### src/hdl/assert_macros.svh
// Assertion macros for the fixed-point ALU, included by fixed_point_alu_unit.
// Expects a clock named aclk and an active-low reset named aresetn in scope.
`ifndef ASSERT_MACROS_SVH
`define ASSERT_MACROS_SVH

// Checked on every rising edge outside reset.
`define FPA_ASSERT(lbl, prop, msg) \
    lbl: assert property (@(posedge aclk) disable iff (!aresetn) (prop)) else $error(msg);

// Checked on every rising edge, reset included.
`define FPA_ASSERT_ALWAYS(lbl, prop, msg) \
    lbl: assert property (@(posedge aclk) (prop)) else $error(msg);

`endif

### src/hdl/fpa_pkg.sv
// Package of the fixed-point ALU: opcodes, status codes and the sideband word.
// Used by fpa_front, fpa_div_cell and fixed_point_alu_unit.
`default_nettype none

package fpa_pkg;

    localparam int FRAC_BITS_DEF = 8;

    typedef enum logic [3:0] {
        FN_ADD      = 4'd0,
        FN_SUB      = 4'd1,
        FN_MUL      = 4'd2,
        FN_DIV      = 4'd3,
        FN_GT       = 4'd4,
        FN_LT       = 4'd5,
        FN_GE       = 4'd6,
        FN_LE       = 4'd7,
        FN_EQ       = 4'd8,
        FN_NE       = 4'd9,
        FN_MIN      = 4'd10,
        FN_MAX      = 4'd11,
        FN_INC      = 4'd12,
        FN_FROM_INT = 4'd13,
        FN_TO_INT   = 4'd14
    } fpa_func_t;

    localparam logic [1:0] ST_OK   = 2'd0;
    localparam logic [1:0] ST_OVF  = 2'd1;
    localparam logic [1:0] ST_DIV0 = 2'd2;

    localparam logic signed [31:0] SAT_MAX = 32'sh7FFF_FFFF;
    localparam logic signed [31:0] SAT_MIN = 32'sh8000_0000;

    // Sideband that rides along the divider chain with every word.
    typedef struct packed {
        logic [3:0]        func;
        logic signed [31:0] res;
        logic              cmp;
        logic [1:0]        st;
        logic              neg;
        logic              is_div;
    } fpa_side_t;

endpackage

`default_nettype wire

### src/hdl/fpa_div_cell.sv
// One cell of the divider chain: produces one quotient bit per word.
// Depends on fpa_pkg for the sideband word.
`default_nettype none

module fpa_div_cell #(
    parameter int NB = 33 + fpa_pkg::FRAC_BITS_DEF
) (
    input  wire logic               aclk,
    input  wire logic               aresetn,
    input  wire logic               en,
    input  wire logic               in_valid,
    input  fpa_pkg::fpa_side_t      in_side,
    input  wire logic [31:0]        in_divisor,
    input  wire logic [31:0]        in_rem,
    input  wire logic [NB-1:0]      in_dq,
    output logic                    out_valid,
    output fpa_pkg::fpa_side_t      out_side,
    output logic [31:0]             out_divisor,
    output logic [31:0]             out_rem,
    output logic [NB-1:0]           out_dq
);
    import fpa_pkg::*;

    logic               valid_reg;
    fpa_side_t          side_reg;
    logic [31:0]        div_reg;
    logic [31:0]        rem_reg, rem_next;
    logic [NB-1:0]      dq_reg, dq_next;

    // Shift in the next dividend bit and try to subtract the divisor.
    always_comb begin
        logic [32:0] trial;
        logic        qbit;
        trial = {in_rem, in_dq[NB-1]};
        qbit  = trial >= {1'b0, in_divisor};
        rem_next = qbit ? 32'(trial - {1'b0, in_divisor}) : trial[31:0];
        dq_next  = {in_dq[NB-2:0], qbit};
    end

    always_ff @(posedge aclk) begin
        if (!aresetn) begin
            valid_reg <= 1'b0;
        end else if (en) begin
            valid_reg <= in_valid;
        end
    end

    always_ff @(posedge aclk) begin
        if (en) begin
            side_reg <= in_side;
            div_reg  <= in_divisor;
            rem_reg  <= rem_next;
            dq_reg   <= dq_next;
        end
    end

    assign out_valid   = valid_reg;
    assign out_side    = side_reg;
    assign out_divisor = div_reg;
    assign out_rem     = rem_reg;
    assign out_dq      = dq_reg;

endmodule

`default_nettype wire

### config.mk
export PLATFORM = sky130hd
export DESIGN_NAME = fpa_div_cell
export DESIGN_NICKNAME = d
export VERILOG_FILES = /design/src/hdl/assert_macros.svh /design/src/hdl/fpa_pkg.sv /design/src/hdl/fpa_div_cell.sv
export SDC_FILE = /design/constraint.sdc
export NUM_CORES = 1
export LEC_CHECK = 0
export ABC_AREA = 1
export BUFFER_PORTS_ARGS = -buffer_cell sky130_fd_sc_hd__buf_2
export CAP_MARGIN = 40
export CORE_ASPECT_RATIO = 1.4
export CORE_MARGIN = 1.5
export CORE_UTILIZATION = 23
export CTS_BUF_LIST = sky130_fd_sc_hd__clkbuf_8
export CTS_CLUSTER_SIZE = 30
export DETAILED_ROUTE_END_ITERATION = 8
export MAX_ROUTING_LAYER = met4
export PLACE_DENSITY_LB_ADDON = 0.3
export SYNTH_ARGS = -nofsm -noshare
export SYNTH_HDL_FRONTEND = slang
export SYNTH_SLANG_ARGS = --single-unit
### constraint.sdc
create_clock -name aclk -period 4.6 [get_ports aclk]
set_clock_uncertainty 0.05 [all_clocks]
set_input_delay 0.23 -clock aclk [delete_from_list [all_inputs] [get_ports aclk]]
set_output_delay 0.23 -clock aclk [all_outputs]
set_load 0.01 [all_outputs]
==> results.cfg <==
[global_routing]
grt_pass1_wl_um = 39200
grt_pass1_vias = 7138
antenna_found_initial = 0
grt_overflow_total = 0
grt.total_usage_pct = 16.2
grt_max_degree = 92

[layout]
final_cell_area_um2 = 11400
final_common_cell = buf_2
nFillCells = 3374
nets = 1433
mostFrequentLayoutCells = buf_2, nand2_1, inv_1
antenna_cells = 0
syn2layout_area_growth_pct = 50.8
drive_gt1_share_pct = 27.9
final_cells = 1703

[yosys]
ys_types = 27
synth_warnings = 0
syn_inst = 797
syn_nets = 980
yosys.area.top_type = edfxtp_1
synth_area_leaders = edfxtp_1, nand2_1, inv_1, ha_1, nand3_1
ys_seq_area_share_pct = 58.1
netlist_area_um2 = 7580
synth-seq-cells = 147
synth.avg_cell_area_um2 = 9.51
synth_top_area_share_pct = 57.9

[clock_tree]
cts_tree = done
postCtsSetupRepairBufs = 0
clock-sinks = 147
cts_made_buffers = 17
cts_buffer_depth = 2
cts_root_buffer = clkbuf_8
path_clk_slew_ns = 0.09
insertion_delay_ns = 0.49
htree_levels = 4

[detailed_routing]
drtPass1Iterations = 5
viasPerCell = 4.06
drt_iter0_drc = 298
totalWireLength_um = 27100
drc = 0
wl_per_cell_um = 15.9
vias = 6909
ant_nets = 0

[sta]
period_needed_ns = 2.68
period_share_pct = 58.2
hold_viol = 0
holdWs_ns = 0.0485
setup_violations = 0
fin_ws_ns = 1.92
maxSlewViolCount = 0
fmax_mhz = 373
setup_tns_ns = 0
rsz0062_at_grt = no
relSlewSlack_pct = 59.3
worst_pin_slew_ns = 0.609

[power_and_ir_drop]
p_leak_nw = 5.58
switching_share_pct = 30.8
pwr-share-seq_pct = 46.6
ir_drop_uv = 157
clkPwrFrac_pct = 30.3
comb_power_share_pct = 23.1
switchingPower_w = 0.00110
internal_power_w = 0.00246
power_density_nw_per_um2 = 312

[setup_path]
crit_top_cell = nand2_1
slowest_delay_ns = 0.53
endpoint_kind = flop
critPathMaxFanout = 35
cp-start-kind = input pin
worst_path_max_delay_cell = dlygate4sd3_1
critPathArrivalTime_ns = 2.88
worstReg2RegStart = out_valid$_SDFFE_PN0P_
rr_endpoint = out_valid$_SDFFE_PN0P_
crit_type = in2reg
rrSetupSlack_ns = 3.36
critPathLaunch = in_divisor[27]
cp-endpoint = out_rem[29]$_DFFE_PP_
cp.required_ns = 4.80
r2r_cells = 3
crit_chain = dlygate4sd3_1 -> buf_2 -> inv_1 -> ha_1 -> nand2_1 -> inv_1 -> nand2_1 -> nand2_1 -> a21oi_1 -> nand2_1 -> nor2_4 -> nand2_8 -> nand3_1 -> nand2_1

[run_status]
status = finished clean

[flow_run]
cap_violations = 0

[placement]
placedCellCount = 1526
postPlaceCellArea_um2 = 9570
place_congestion = 0.915
hpwl_um = 20400
pre_cts_ws_ns = 1.90
io_buffer_count = 296

[worst_hold_path]
min_path_type = in2reg
min_path_cells = 3

[floorplan]
coreArea_um2 = 32400
initial_core_util_pct = 23.4
fp.dieH_um = 218
die_area_um2 = 34100
io_pins = 297
chipWidth_um = 156
rows = 78
[power groups by stage]
stage | sequential [W] | clock (W) | combinational, W
after detailed placement | 0.00169 | 0 | 0.000734
after global placement | 0.00169 | 0 | 0.000726
final | 0.00166 | 0.00108 | 0.000824
after CTS | 0.00166 | 0.00113 | 0.000837
after global routing | 0.00167 | 0.00117 | 0.000917
after floorplan | 0.00176 | 0 | 0.000322
[through the flow]
step | power (W) | utilization [%]
after global routing | 0.00376 | 35.3
final | 0.00356 | 35.3
after floorplan | 0.00208 | -
after detailed placement | 0.00243 | 29.5
after CTS | 0.00363 | 35.3
after global placement | 0.00242 | 29.5
[routing by layer]
| metal | part of all wire (%) | GRT usage (%) | up-vias |
|---|---|---|---|
| met5 | 0 | - | - |
| met3 | 6.0 | 3.18 | 42 |
| met1 | 36 | 15.2 | 3133 |
| met4 | 3.2 | 7.65 | 0 |
| li1 | - | - | 3462 |
| met2 | 55 | 31.2 | 272 |
[worst max-delay path: cells and delay by family]
kind / cells / cell delay [ns]
fa+ha+maj: 1 / 0.35
buf+inv: 4 / 0.75
simple gates: 8 / 1.37
compound gates: 1 / 0.14
[cell families after synthesis]
family	Yosys count	synth area share, %
compound gates	27	1.85
xor+xnor	14	1.62
fa+ha+maj	33	5.55
buf+inv	161	8.62
flops	147	58.1
simple gates	415	24.3
[state kept, by name (all words and copies together), names as in the netlist]
name         count
out_rem         32
out_dq          41
out_side        41
out_valid        1
out_divisor     32
[cell usage after synthesis]
| master | number |
|---|---|
| a21o_1 | 2 |
| a21oi_1 | 22 |
| and2_1 | 8 |
| buf_12 | 2 |
| buf_2 | 7 |
| buf_6 | 1 |
| dfxtp_1 | 1 |
| edfxtp_1 | 146 |
| fa_1 | 1 |
| ha_1 | 32 |
| inv_1 | 151 |
| nand2_1 | 274 |
| nand2_2 | 3 |
| nand2_4 | 1 |
| nand2_8 | 1 |
| nand3_1 | 56 |
| nand3_2 | 11 |
| nand3b_1 | 11 |
| nand4_1 | 3 |
| nor2_1 | 34 |
| nor2_2 | 3 |
| nor2_4 | 1 |
| nor3_1 | 6 |
| nor3_2 | 3 |
| o21ai_0 | 3 |
| xnor2_1 | 1 |
| xor2_1 | 13 |
[area by class of cell]
cell class | count | area (um^2) | area share, %
Timing Repair Buffer | 444 | 2980 | 26.1
Tap cell | 440 | 551 | 4.82
Sequential cell | 147 | 4400 | 38.5
Clock inverter | 15 | 170 | 1.49
Inverter | 151 | 567 | 4.96
Clock buffer | 17 | 234 | 2.05
Multi-Input combinational cell | 489 | 2520 | 22.1
[worst min-delay path by stage]
stage,startpoint,end,slack [ns]
after global routing,in_dq[40],out_rem[0]$_DFFE_PP_,0.07
after detailed placement,in_dq[38],out_dq[39]$_DFFE_PP_,0.36
after floorplan,en,out_valid$_SDFFE_PN0P_,0.27
after global placement,in_side[3],out_side[3]$_DFFE_PP_,0.36
after CTS,in_dq[40],out_rem[0]$_DFFE_PP_,0.004
final,in_dq[40],out_rem[0]$_DFFE_PP_,0.05
[timing repair]
action                                 CTS  global route
endpoints found under the hold margin  153             0
setup endpoints to repair                0             0
resized for setup                        0             0
hold buffers                           145             0
Power figures use the tool's default switching activity.
