==> src/hdl/assert_macros.svh <==
// Assertion macros for the fixed-point ALU, included by fixed_point_alu_unit.
// Expects a clock named aclk and an active-low reset named aresetn in scope.
`ifndef ASSERT_MACROS_SVH
`define ASSERT_MACROS_SVH

// Checked on every rising edge outside reset.
`define FPA_ASSERT(lbl, prop, msg) \
    lbl: assert property (@(posedge aclk) disable iff (!aresetn) (prop)) else $error(msg);

// Checked on every rising edge, reset included.
`define FPA_ASSERT_ALWAYS(lbl, prop, msg) \
    lbl: assert property (@(posedge aclk) (prop)) else $error(msg);

`endif

==> src/hdl/fpa_pkg.sv <==
// Package of the fixed-point ALU: opcodes, status codes and the sideband word.
// Used by fpa_front, fpa_div_cell and fixed_point_alu_unit.
`default_nettype none

package fpa_pkg;

    localparam int FRAC_BITS_DEF = 8;

    typedef enum logic [3:0] {
        FN_ADD      = 4'd0,
        FN_SUB      = 4'd1,
        FN_MUL      = 4'd2,
        FN_DIV      = 4'd3,
        FN_GT       = 4'd4,
        FN_LT       = 4'd5,
        FN_GE       = 4'd6,
        FN_LE       = 4'd7,
        FN_EQ       = 4'd8,
        FN_NE       = 4'd9,
        FN_MIN      = 4'd10,
        FN_MAX      = 4'd11,
        FN_INC      = 4'd12,
        FN_FROM_INT = 4'd13,
        FN_TO_INT   = 4'd14
    } fpa_func_t;

    localparam logic [1:0] ST_OK   = 2'd0;
    localparam logic [1:0] ST_OVF  = 2'd1;
    localparam logic [1:0] ST_DIV0 = 2'd2;

    localparam logic signed [31:0] SAT_MAX = 32'sh7FFF_FFFF;
    localparam logic signed [31:0] SAT_MIN = 32'sh8000_0000;

    // Sideband that rides along the divider chain with every word.
    typedef struct packed {
        logic [3:0]        func;
        logic signed [31:0] res;
        logic              cmp;
        logic [1:0]        st;
        logic              neg;
        logic              is_div;
    } fpa_side_t;

endpackage

`default_nettype wire

==> src/hdl/fpa_front.sv <==
// Front pipeline of the fixed-point ALU: simple ops, multiplier, divide setup.
// Depends on fpa_pkg.
`default_nettype none

module fpa_front #(
    parameter int FRAC_BITS = fpa_pkg::FRAC_BITS_DEF,
    parameter int NB        = 33 + FRAC_BITS
) (
    input  wire logic                    aclk,
    input  wire logic                    aresetn,
    input  wire logic                    en,
    input  wire logic                    in_valid,
    input  wire logic [3:0]              in_func,
    input  wire logic signed [31:0]      in_a,
    input  wire logic signed [31:0]      in_b,
    output logic                         out_valid,
    output fpa_pkg::fpa_side_t           out_side,
    output logic [31:0]                  out_divisor,
    output logic [NB-1:0]                out_dividend
);
    import fpa_pkg::*;

    localparam int FW = 32 + FRAC_BITS;
    localparam logic [FW-1:0] FI_POS_LIM = FW'(32'h7FFF_FFFF);
    localparam logic [FW-1:0] FI_NEG_LIM = FW'(32'h8000_0000);
    localparam logic [63:0] HALF = 64'd1 << (FRAC_BITS - 1);
    localparam logic [63:0] MUL_POS_LIM = 64'h0000_0000_7FFF_FFFF;
    localparam logic [63:0] MUL_NEG_LIM = 64'h0000_0000_8000_0000;

    // Stage 1: input registers.
    logic [3:0]          valid_reg;
    logic [3:0]          func1_reg;
    logic signed [31:0]  a1_reg, b1_reg;

    // Stage 2: product, simple results, divide setup.
    logic signed [63:0]  prod2_reg, prod2_next;
    fpa_side_t           side2_reg, side2_next;
    logic [31:0]         div2_reg, div2_next;
    logic [NB-1:0]       dvd2_reg, dvd2_next;

    // Stage 3: product magnitude.
    logic [63:0]         mag3_reg, mag3_next;
    logic                pneg3_reg;
    fpa_side_t           side3_reg;
    logic [31:0]         div3_reg;
    logic [NB-1:0]       dvd3_reg;

    // Stage 4: rounded and saturated product.
    fpa_side_t           side4_reg, side4_next;
    logic [31:0]         div4_reg;
    logic [NB-1:0]       dvd4_reg;

    // Valid bits of stages 1 to 4.
    always_ff @(posedge aclk) begin
        if (!aresetn) begin
            valid_reg <= '0;
        end else if (en) begin
            valid_reg <= {valid_reg[2:0], in_valid};
        end
    end

    // Operations that finish in one step, plus setup for multiply and divide.
    always_comb begin
        logic signed [32:0] sum;
        logic signed [32:0] dif;
        logic [31:0]        mag_a;
        logic [31:0]        mag_b;
        logic [FW-1:0]      fi;
        side2_next        = '0;
        side2_next.func   = func1_reg;
        side2_next.st     = ST_OK;
        sum   = {a1_reg[31], a1_reg} + {b1_reg[31], b1_reg};
        dif   = {a1_reg[31], a1_reg} - {b1_reg[31], b1_reg};
        mag_a = a1_reg[31] ? 32'(-a1_reg) : a1_reg;
        mag_b = b1_reg[31] ? 32'(-b1_reg) : b1_reg;
        fi    = {mag_a, {FRAC_BITS{1'b0}}};
        prod2_next = 64'(a1_reg) * 64'(b1_reg);
        div2_next  = mag_b;
        dvd2_next  = {mag_a, {(FRAC_BITS + 1){1'b0}}};
        case (func1_reg)
            FN_ADD: begin
                if (sum[32] != sum[31]) begin
                    side2_next.res = sum[32] ? SAT_MIN : SAT_MAX;
                    side2_next.st  = ST_OVF;
                end else begin
                    side2_next.res = sum[31:0];
                end
            end
            FN_SUB: begin
                if (dif[32] != dif[31]) begin
                    side2_next.res = dif[32] ? SAT_MIN : SAT_MAX;
                    side2_next.st  = ST_OVF;
                end else begin
                    side2_next.res = dif[31:0];
                end
            end
            FN_DIV: begin
                if (b1_reg == 32'sd0) begin
                    side2_next.res = a1_reg[31] ? SAT_MIN : SAT_MAX;
                    side2_next.st  = ST_DIV0;
                end else begin
                    side2_next.is_div = 1'b1;
                    side2_next.neg    = a1_reg[31] ^ b1_reg[31];
                end
            end
            FN_GT: side2_next.cmp = a1_reg > b1_reg;
            FN_LT: side2_next.cmp = a1_reg < b1_reg;
            FN_GE: side2_next.cmp = a1_reg >= b1_reg;
            FN_LE: side2_next.cmp = a1_reg <= b1_reg;
            FN_EQ: side2_next.cmp = a1_reg == b1_reg;
            FN_NE: side2_next.cmp = a1_reg != b1_reg;
            FN_MIN: side2_next.res = (a1_reg <= b1_reg) ? a1_reg : b1_reg;
            FN_MAX: side2_next.res = (a1_reg >= b1_reg) ? a1_reg : b1_reg;
            FN_INC: begin
                if (a1_reg == SAT_MAX) begin
                    side2_next.res = SAT_MAX;
                    side2_next.st  = ST_OVF;
                end else begin
                    side2_next.res = a1_reg + 32'sd1;
                end
            end
            FN_FROM_INT: begin
                if (a1_reg[31] && fi > FI_NEG_LIM) begin
                    side2_next.res = SAT_MIN;
                    side2_next.st  = ST_OVF;
                end else if (!a1_reg[31] && fi > FI_POS_LIM) begin
                    side2_next.res = SAT_MAX;
                    side2_next.st  = ST_OVF;
                end else begin
                    side2_next.res = a1_reg[31] ? 32'(-fi[31:0]) : fi[31:0];
                end
            end
            FN_TO_INT: side2_next.res = a1_reg >>> FRAC_BITS;
            default: side2_next.res = '0;
        endcase
    end

    // Product magnitude.
    assign mag3_next = prod2_reg[63] ? 64'(-prod2_reg) : prod2_reg;

    // Round half away from zero, then saturate the product.
    always_comb begin
        logic [63:0] rm;
        side4_next = side3_reg;
        rm = (mag3_reg + HALF) >> FRAC_BITS;
        if (side3_reg.func == FN_MUL) begin
            if (pneg3_reg && rm > MUL_NEG_LIM) begin
                side4_next.res = SAT_MIN;
                side4_next.st  = ST_OVF;
            end else if (!pneg3_reg && rm > MUL_POS_LIM) begin
                side4_next.res = SAT_MAX;
                side4_next.st  = ST_OVF;
            end else begin
                side4_next.res = pneg3_reg ? 32'(-rm[31:0]) : rm[31:0];
            end
        end
    end

    // Payload registers of all front stages.
    always_ff @(posedge aclk) begin
        if (en) begin
            func1_reg <= in_func;
            a1_reg    <= in_a;
            b1_reg    <= in_b;
            prod2_reg <= prod2_next;
            side2_reg <= side2_next;
            div2_reg  <= div2_next;
            dvd2_reg  <= dvd2_next;
            mag3_reg  <= mag3_next;
            pneg3_reg <= prod2_reg[63];
            side3_reg <= side2_reg;
            div3_reg  <= div2_reg;
            dvd3_reg  <= dvd2_reg;
            side4_reg <= side4_next;
            div4_reg  <= div3_reg;
            dvd4_reg  <= dvd3_reg;
        end
    end

    assign out_valid    = valid_reg[3];
    assign out_side     = side4_reg;
    assign out_divisor  = div4_reg;
    assign out_dividend = dvd4_reg;

endmodule

`default_nettype wire

==> config.mk <==
export PLATFORM = sky130hd
export DESIGN_NAME = fpa_front
export DESIGN_NICKNAME = d
export VERILOG_FILES = /design/src/hdl/assert_macros.svh /design/src/hdl/fpa_pkg.sv /design/src/hdl/fpa_front.sv
export SDC_FILE = /design/constraint.sdc
export NUM_CORES = 2
export LEC_CHECK = 0
export BUFFER_PORTS_ARGS = -buffer_cell sky130_fd_sc_hd__buf_2
export CAP_MARGIN = 20
export CORE_MARGIN = 2
export CORE_UTILIZATION = 60
export DETAILED_ROUTE_END_ITERATION = 16
export GPL_ROUTABILITY_DRIVEN = 0
export GPL_TIMING_DRIVEN = 1
export MAX_ROUTING_LAYER = met4
export PLACE_DENSITY = 0.77
export SLEW_MARGIN = 15
export SYNTH_ARGS = -nofsm -noshare
export SYNTH_HDL_FRONTEND = slang
export SYNTH_SLANG_ARGS = --single-unit
==> constraint.sdc <==
create_clock -name aclk -period 14.77 [get_ports aclk]
set_input_delay 0.7385 -clock aclk [delete_from_list [all_inputs] [get_ports aclk]]
set_output_delay 0.7385 -clock aclk [all_outputs]
set_load 0.02 [all_outputs]
==> impl_results.md <==
- Status: finished clean
- RSZ-0062 raised after global routing: false
- Total GRT Usage: 0.367
- Post-route ant nets: 0
- Critical path launch point type: register
- Final WL: 187000 µm
- Post-CTS setup buffer count: 0
- Main synth FF type: edfxtp_1
- Post-DP Area: 0.0661 mm²
- CP arrival: 10.43 ns
- Syn avg cell area: 9.89 µm²
- Max-slew violations: 0
- Clock Path Buffers: 3
- Final Core Density: 0.642
- Setup TNS: 0 ns
- Slew margin rel.: 0.194
- CP most frequent cell: fa_1
- Top-count cell post-synth: inv_1
- Slew of the pin with the lowest slew margin: 1.20 ns
- CTS Sinks: 509
- Endpoints failing hold: 0
- Die area: 0.109 mm²
- Fmax achieved: 99.6 MHz
- Core outline area: 0.106 mm²
- Row count: 119
- Initial antenna violation count: 5
- Grt ovf: 0
- Vias in the first global route: 51300
- Number of synthesized flops with an enable pin: 505
- CTS tree: built
- DRC viols: 0
- Placed wire-length estimate: 141000 µm
- H-tree Lvls: 2
- Via count: 48700
- PortBufs: 177
- Largest net degree at the start of global routing: 180
- Most frequent cells after synthesis: 1220 x inv_1, 1084 x fa_1, 684 x nand2_1
- WP buf/inv: 7
- Syn. warnings: 0
- First-pass GRT wire length: 292000 µm
- CTS Buf Count: 53
- Period minus WS final: 10.04 ns
- DR WL/cell: 23.7 µm
- HP Class: in -> reg
- Clk slew on worst S/H paths: 0.07 ns
- Area Overhead vs Synth: 5.87%
- Slowest stage cell, crit path: clkinv_1
- Share of layout cells above drive strength 1: 0.0647
- Synthesized instance count: 6477
- Gates resized, CTS repair: 0
- Clock Root Buffer: clkbuf_16
- I/O Pins: 187
- Area leader, netlist: fa_1
- Synthesized cell area: 0.0641 mm²
- Period utilization: 0.680
- Initial Util: 0.607
- Async S/R FF share, synth: 0
- Synth area leaders: fa_1 34%, edfxtp_1 24%, inv_1 7.1%
- Crit Path Category: reg -> reg
- Die height: 331 µm
- Largest register FFs: 64
- Max_cap viols: 0
- Cell family contributing the most delay on the critical path: adder cells
- Endpoints failing setup: 0
- CTS Hold Bufs: 0
- Starting DRT DRC Count: 5466
- Clock skew: 0.0598 ns
- #FFs+latches synth: 509
- Critical Path End Type: register
- Crit-path max FO: 32
- Worst-Skew Late Latency: 0.70 ns
- Sequential area share after synthesis: 0.238
- Worst EP required: 15.17 ns
- Post-synthesis cell type count: 98
- Initial DRT Pass Iterations: 9
- Fin area: 0.0678 mm²
- Via/cell ratio: 6.17
- Worst path max stage delay: 1.08 ns
- Die X: 331 µm
- Final #Nets: 7857
- Yosys top cell area share: 0.339
-- per-layer routing --
| metal | wire, µm | GRT usage | vias to the layer above |
|---|---|---|---|
| met5 | 0 | - | - |
| met4 | 17900 | 0.276 | 0 |
| met3 | 21600 | 0.0940 | 952 |
| met2 | 83500 | 0.549 | 3157 |
| met1 | 63700 | 0.428 | 24200 |
| li1 | - | - | 20400 |
-- worst register-to-register path, stage by stage, from the launching register on --
cell       delay, ns
edfxtp_1        0.34
buf_4           0.44
clkinv_1        1.09
nor2_1          0.47
fa_1            0.49
fa_1            0.52
inv_1           0.06
fa_1            0.54
inv_1           0.06
ha_1            0.22
fa_1            0.55
fa_1            0.44
fa_1            0.55
inv_1           0.06
fa_1            0.53
inv_1           0.05
ha_1            0.39
nand4_1         0.22
nor4_1          0.52
a2111oi_2       0.11
buf_4           0.20
o41ai_1         0.70
a31oi_1         0.28
a21bo_2         0.31
o21ai_0         0.36
a31oi_1         0.16
xnor2_1         0.14
-- metrics by stage --
stage | instances | worst slack (ns) | hold slack (ns)
floorplan | 6485 | 4.54 | 0.400
global placement | 7780 | 5.39 | 0.400
detailed placement | 7780 | 5.10 | 0.405
CTS | 7877 | 5.03 | 0.206
global route | 7884 | 4.44 | 0.226
finish | 7888 | 4.73 | 0.224
-- final cells by class --
| type | count | area (µm²) |
|---|---|---|
| multi-input cells | 4377 | 42800 |
| well taps | 1391 | 1740 |
| repair buffers | 279 | 1680 |
| clock inverters | 33 | 354 |
| fillers | 8243 | 37700 |
| diodes | 10 | 25.0 |
| flip-flops and latches | 509 | 15200 |
| inverters | 1225 | 4600 |
| clock buffers | 64 | 1370 |
-- worst paths after layout --
| path | from | end | cells after the start | slack, ns |
|---|---|---|---|---|
| max | a1_reg[5] | prod2_reg[61] | 26 | 4.73 |
| min | in_b[5] | b1_reg[5] | 1 | 0.22 |
| max reg2reg | a1_reg[5] | prod2_reg[61] | 26 | 4.73 |
| min reg2reg | div2_reg[9] | div3_reg[9] | 0 | 0.41 |
-- cell families after synthesis --
family / count (synthesis) / share of synthesized area
simple gates: 1888 / 0.146
buf+inv: 1599 / 0.0950
fa+ha+maj: 1340 / 0.389
compound gates: 757 / 0.0792
flops: 509 / 0.238
xor+xnor: 363 / 0.0496
mux: 20 / 0.00320
other cells: 1 / 0.0000585
-- cells in the final DEF, fill, tap and decap left out, types with 18 or more instances in the layout --
master and count:
nand2b_1 39, a221oi_1 32, edfxtp_1 505, nor4_1 26, o41ai_1 20, o21ai_0 195, nor2b_1 32, a21o_1 56
nand2_1 684, a21oi_1 154, or3_1 29, o21bai_1 18, nand3_1 102, a211oi_1 21, o31ai_1 50, xnor2_1 280
xor2_1 82, clkbuf_16 53, inv_1 1219, buf_2 177, and3_1 41, nor3_1 68, ha_1 256, o21a_1 18
fa_1 1084, a22oi_1 22, buf_4 99, nand4_1 56, a31oi_1 27, and2_1 421, clkinv_1 18, nor2_1 297
Power is left out: the tool's default activity adds up to more than one toggle a clock period on the data nets, which glitch-free logic cannot reach.
